<file path="src/rtl/mep_pkg.sv">
// Shared types, constants and the color map of the Mandelbrot escape-time pixel.
// No dependencies; mep_ctrl, mep_dp and the top level import this package.
package mep_pkg;

  localparam int FRAC_BITS_DEF = 28;
  localparam int COORD_BITS    = 12;
  localparam int STEP_W        = 31;
  localparam int OFFSET_W      = 32;
  localparam int COUNT_W       = 16;
  localparam int CFG_INDEX_W   = 2;
  localparam int CFG_DATA_W    = 32;

  localparam logic signed [OFFSET_W-1:0] OFFSET_REAL_RST = -32'sd590558003;
  localparam logic signed [OFFSET_W-1:0] OFFSET_IMAG_RST = -32'sd301989888;
  localparam logic [STEP_W-1:0]          STEP_SIZE_RST   = 31'd838861;
  localparam logic [COUNT_W-1:0]         MAX_ITER_RST    = 16'd32;

  typedef enum logic [CFG_INDEX_W-1:0] {
    CFG_OFFSET_REAL = 2'd0,
    CFG_OFFSET_IMAG = 2'd1,
    CFG_STEP_SIZE   = 2'd2,
    CFG_MAX_ITER    = 2'd3
  } cfg_reg_e;

  typedef struct packed {
    logic [COORD_BITS-1:0] pixel_x;
    logic [COORD_BITS-1:0] pixel_y;
  } pixel_t;

  typedef struct packed {
    logic [COUNT_W-1:0] iteration_count;
    logic [7:0]         red;
    logic [7:0]         green;
    logic [7:0]         blue;
  } result_t;

  typedef struct packed {
    logic [7:0] red;
    logic [7:0] green;
    logic [7:0] blue;
  } rgb_t;

  typedef enum logic [2:0] {
    ST_IDLE,
    ST_MAP_MUL,
    ST_MAP_ADD,
    ST_ITER_MUL,
    ST_ITER_ADD,
    ST_FINISH
  } state_t;

  typedef struct packed {
    logic load_pixel;
    logic map_mul;
    logic map_add;
    logic iter_mul;
    logic iter_upd;
    logic load_result;
  } cmd_t;

  typedef struct packed {
    logic at_limit;
    logic outside;
    logic sum_escape;
  } stat_t;

  // Color of a count. The index (count*32 mod 65536) mod 1536 splits into a
  // ramp number {count[10:4] mod 3, count[3]} and a ramp position {count[2:0], 5'b0}.
  function automatic rgb_t rainbow(input logic [COUNT_W-1:0] count);
    logic [1:0] m;
    logic [2:0] seg;
    logic [7:0] v;
    rgb_t       c;
    m = 2'd0;
    for (int i = 10; i >= 4; i--) begin
      unique case ({m, count[i]})
        3'b000:  m = 2'd0;
        3'b001:  m = 2'd1;
        3'b010:  m = 2'd2;
        3'b011:  m = 2'd0;
        3'b100:  m = 2'd1;
        3'b101:  m = 2'd2;
        default: m = 2'd0;
      endcase
    end
    seg = {m, count[3]};
    v   = {count[2:0], 5'b00000};
    case (seg)
      3'd0: begin
        c = '{red: 8'd255, green: v, blue: 8'd0};
      end
      3'd1: begin
        c = '{red: 8'd255 - v, green: 8'd255, blue: 8'd0};
      end
      3'd2: begin
        c = '{red: 8'd0, green: 8'd255, blue: v};
      end
      3'd3: begin
        c = '{red: 8'd0, green: 8'd255 - v, blue: 8'd255};
      end
      3'd4: begin
        c = '{red: v, green: 8'd0, blue: 8'd255};
      end
      default: begin
        c = '{red: 8'd255, green: 8'd0, blue: 8'd255 - v};
      end
    endcase
    return c;
  endfunction

endpackage

</file>
<file path="src/rtl/mep_ctrl.sv">
// Sequencer of the escape-time pixel: mapping, iteration loop and result load.
// Depends on mep_pkg for the state, command and status types.
module mep_ctrl (
  input  logic           clk,
  input  logic           rst,
  input  logic           start,
  input  mep_pkg::stat_t stat,
  output mep_pkg::cmd_t  cmd,
  output logic           busy
);
  import mep_pkg::*;

  state_t state;
  state_t state_next;

  always_ff @(posedge clk) begin
    if (rst) begin
      state <= ST_IDLE;
    end else begin
      state <= state_next;
    end
  end

  always_comb begin
    state_next = state;
    cmd        = '0;
    busy       = 1'b1;
    unique case (state)
      ST_IDLE: begin
        busy = 1'b0;
        if (start) begin
          cmd.load_pixel = 1'b1;
          state_next     = ST_MAP_MUL;
        end
      end
      ST_MAP_MUL: begin
        cmd.map_mul = 1'b1;
        state_next  = ST_MAP_ADD;
      end
      ST_MAP_ADD: begin
        cmd.map_add = 1'b1;
        state_next  = ST_ITER_MUL;
      end
      ST_ITER_MUL: begin
        if (stat.at_limit || stat.outside) begin
          state_next = ST_FINISH;
        end else begin
          cmd.iter_mul = 1'b1;
          state_next   = ST_ITER_ADD;
        end
      end
      ST_ITER_ADD: begin
        if (stat.sum_escape) begin
          state_next = ST_FINISH;
        end else begin
          cmd.iter_upd = 1'b1;
          state_next   = ST_ITER_MUL;
        end
      end
      ST_FINISH: begin
        cmd.load_result = 1'b1;
        state_next      = ST_IDLE;
      end
      default: begin
        state_next = ST_IDLE;
      end
    endcase
  end

endmodule

</file>
<file path="config.mk">
export PLATFORM = sky130hd
export DESIGN_NAME = mep_ctrl
export DESIGN_NICKNAME = d
export VERILOG_FILES = /design/src/rtl/mep_pkg.sv /design/src/rtl/mep_ctrl.sv
export SDC_FILE = /design/constraint.sdc
export NUM_CORES = 1
export LEC_CHECK = 0
export BUFFER_PORTS_ARGS = -buffer_cell sky130_fd_sc_hd__buf_2
export CAP_MARGIN = 15
export CORE_AREA = 5 5 42 44
export CTS_BUF_LIST = sky130_fd_sc_hd__clkbuf_16
export DETAILED_ROUTE_END_ITERATION = 8
export DIE_AREA = 0 0 47 49
export PLACE_DENSITY = 0.39
export SYNTH_ARGS = -nofsm -noshare
export SYNTH_HDL_FRONTEND = slang
export SYNTH_SLANG_ARGS = --single-unit
</file>
<file path="constraint.sdc">
create_clock -name clk -period 1 [get_ports clk]
set_input_delay 0.2 -clock clk [delete_from_list [all_inputs] [get_ports clk]]
set_output_delay 0.2 -clock clk [all_outputs]
set_load 0.01 [all_outputs]
</file>
; Yosys cells after proc, flatten, opt, wreduce, memory -nomap -nowiden
; Cells that the tools add are included.
; Widths: inputs -> output; s select.
[op_classes]
eq_ne = 6
reduce_logical = 2
muxes = 14
[ops]
columns = op, n
row1 = $pmux 3 s5, 1
row2 = $mux 1, 11
row3 = $eq 3x2->1 const B, 2
row4 = $eq 3x3->1 const B, 2
row5 = $mux 3, 2
row6 = $eq 3x1->1 const B, 1
row7 = $logic_not 3->1, 1
row8 = $ne 2x2->1 const B, 1
row9 = $logic_or 1x1->1, 1
[word_totals]
input_bits = 6
reg_bits = 3

; Longest topological paths before layout
[logic_depth]
word_depth = 3
depth_mapped = 3
mapped_depth_nobuf = 2

; Worst setup path after synthesis
; Ideal clock, no wire load.
[synth_timing]
kind = register to output
start = reg state[2]
end = out cmd[5] (netlist bit)
t_arrival_ps = 947
path_slack_ps = -147
path_stages_with_launch = 4
n_path_buf = 1
required_ps = 800
cell_sequence = dfxtp_1 > buf_6 > or3_4 > nor2_2
[synth_rtl]
columns = element, line_no
row1 = from (decl), mep_ctrl.sv:13  ; state_t state;
row2 = from (signal assigned), mep_ctrl.sv:20  ; state <= state_next;
row3 = to (decl), mep_ctrl.sv:8  ; output mep_pkg::cmd_t cmd,

==> results.json <==
{
  "p_leak_nw": 0.227,
  "numPortBuffers": 12,
  "antenna_found_initial": 0,
  "p_per_area_nw_per_um2": 2180,
  "syn_avg_cell_area_um2": 9.71,
  "fillCellCount": 155,
  "reg2reg_depth": 4,
  "place_congestion": 0.764,
  "cts_sinks": 3,
  "cts_root_buffer": "clkbuf_16",
  "relSlewSlack_pct": 85.2,
  "antenna_cells": 0,
  "crit_buf_inv": 1,
  "top_register": "state",
  "drive_gt1_share_pct": 71.1,
  "violations": "setup timing",
  "path_depth": 3,
  "syn_inst": 25,
  "cts_buffers": 3,
  "tritoncts": "yes",
  "required_ns": 0.80,
  "cp.arrival_ns": 1.15,
  "postLayoutCellArea_um2": 460,
  "whs_path_depth": 2,
  "place_area_um2": 344,
  "synth.distinct_cells": 18,
  "setup_slack_ns": -0.352,
  "clock_latency_ns": 0.23,
  "r2r_end": "state[1]$_SDFFE_PP0P_",
  "final-instance-count-excl-fill": 61,
  "max_stage_delay_ns": 0.38,
  "rsz0062_at_grt": "yes",
  "r2r_slack_ns": -0.02,
  "rows": 14,
  "clk_pin_slew_ns": 0.03,
  "hold_viol": 0,
  "cap_viol_max_count": 0,
  "fmax_ghz": 0.740,
  "min_to": "state[2]$_SDFFE_PP0P_",
  "timing.rr.start": "state[2]$_SDFFE_PP0P_",
  "crit_path_cell_trace": "or3_4 > nor2_4 > buf_6",
  "avgRoutedWirePerCell_um": 10.7,
  "io_pins": 13,
  "hold_path_class": "input port to flip-flop",
  "fin_crit_sh_pct": 135,
  "viasPerCell": 4.25,
  "setup_viol_count_final": 8,
  "grt_overflow": 0,
  "htreeDepth": 1,
  "fin_util_pct": 32.9,
  "cts_buffer_depth": 2,
  "num_vias": 259,
  "grt_pass1_wl_um": 1010,
  "crit_slowest_cell": "or3_4",
  "finClkSkew_ns": 0.00358,
  "grt_pass1_vias": 226,
  "worst_slew_pin_slew_ns": 0.220,
  "syn_nets": 31,
  "maxSlewViolCount": 0,
  "die_h_um": 49,
  "yosysSeqAreaShare_pct": 24.7,
  "drt_first_pass_iters": 2,
  "routed_wl_um": 650,
  "drtIter0Drc": 1,
  "fp.dieW_um": 47,
  "area_delta_synth_final_pct": 89.7,
  "largest_reg_flops": 3,
  "fin_crit_ns": 1.35,
  "startpoint_type": "flip-flop",
  "worstSetupPathType": "flip-flop to output port",
  "min-delay-start": "rst",
  "critPathTopFamily": "simple AND/OR/NAND/NOR gates",
  "vdd_drop_max_uv": 914,
  "largestRegisters": "state: 3 flops",
  "dp.cells": 56,
  "grt_max_degree": 10,
  "synth_seq_cells": 3,
  "synth_warnings": 0,
  "start_util_pct": 17.3,
  "drc": 0,
  "final_nets": 52,
  "syn_area_um2": 243,
  "die_area_um2": 2300,
  "ant_nets": 0,
  "coreArea_um2": 1400,
  "status": "finished, violations left",
  "cp_max_fo": 5,
  "track_usage_pct": 7.04,
  "end_kind": "output port"
}
## per-layer routing
metal  wire [µm]  share of wire [%]  up-vias  global-route usage [%]
li1            -                  -      130                       -
met1         262                 40      114                    7.69
met2         300                 46       10                    7.24
met3          38                5.8        5                    3.32
met4          48                7.4        0                    11.1
met5           0                  0        -                       0
## report_power, final
part	leakage (nW)	internal, mW	switching [mW]
Combinational	0.159	0.110	0.0847
Sequential	0.0261	0.138	0.0292
Clock	0.0423	0.517	0.124
## kinds of logic after synthesis
group / Yosys count / synth area share (%)
simple gates: 11 / 40.7
buf+inv: 5 / 17.0
flops: 3 / 24.7
xor+xnor: 1 / 3.61
compound gates: 5 / 13.9
## how the worst max path moves through the flow
stage	startpoint	end	slack [ns]
floorplan	state[2]$_SDFFE_PP0P_	cmd[5]	-0.13
global placement	state[1]$_SDFFE_PP0P_	cmd[5]	-0.16
detailed placement	state[1]$_SDFFE_PP0P_	cmd[5]	-0.15
CTS	state[0]$_SDFFE_PP0P_	cmd[5]	-0.36
global route	state[0]$_SDFFE_PP0P_	cmd[5]	-0.38
finish	state[0]$_SDFFE_PP0P_	cmd[5]	-0.35
## layout by cell type, fill, tap and decap left out, types with 2 or more instances in the layout
cell type and instances:
buf_2 11, buf_4 5, buf_6 3, clkbuf_16 3
dfxtp_2 2, inv_1 3
## cells in the mapped netlist, drive strengths merged
| master | count | share of area (%) |
|---|---|---|
| dfxtp | 3 | 25 |
| nor3 | 2 | 4.1 |
| a22o | 1 | 3.6 |
| a21oi | 1 | 2.1 |
| nor4b | 1 | 9.8 |
| inv | 2 | 3.1 |
| nor2 | 2 | 4.1 |
| xor2 | 1 | 3.6 |
| nand3b | 1 | 3.1 |
| o21ai | 1 | 2.1 |
| a21o | 1 | 3.1 |
| or3 | 1 | 4.6 |
| and3b | 1 | 4.1 |
| a211oi | 1 | 3.1 |
| buf | 3 | 14 |
| nand4bb | 1 | 4.6 |
| nor3b | 2 | 6.2 |
## what timing repair did
action                     CTS  global route
setup endpoints to repair    9             9
hold endpoints to repair     0             0
hold buffers                 0             0
gates resized for setup      3             6
setup buffers                0             1
## metrics by stage
step,setup TNS (ns),setup WS (ns),power [mW],hold slack (ns)
2_1_floorplan,-0.149,-0.131,0.286,0.269
3_3_place_gp,-0.897,-0.163,0.342,0.418
3_5_place_dp,-0.693,-0.151,0.340,0.414
4_1_cts,-2.07,-0.365,0.994,0.167
5_1_grt,-2.28,-0.376,1.04,0.179
6_report,-2.01,-0.352,1.00,0.171
## area by class of cell
class | count | area, µm² | area share, %
Clock buffer | 3 | 75.1 | 16.3
Inverter | 2 | 7.51 | 1.63
Clock inverter | 1 | 3.75 | 0.815
Timing Repair Buffer | 19 | 126 | 27.4
Sequential cell | 3 | 66.3 | 14.4
Tap cell | 16 | 20.0 | 4.35
Multi-Input combinational cell | 17 | 161 | 35.1
Note: power is estimated with default switching activity, not from simulation.
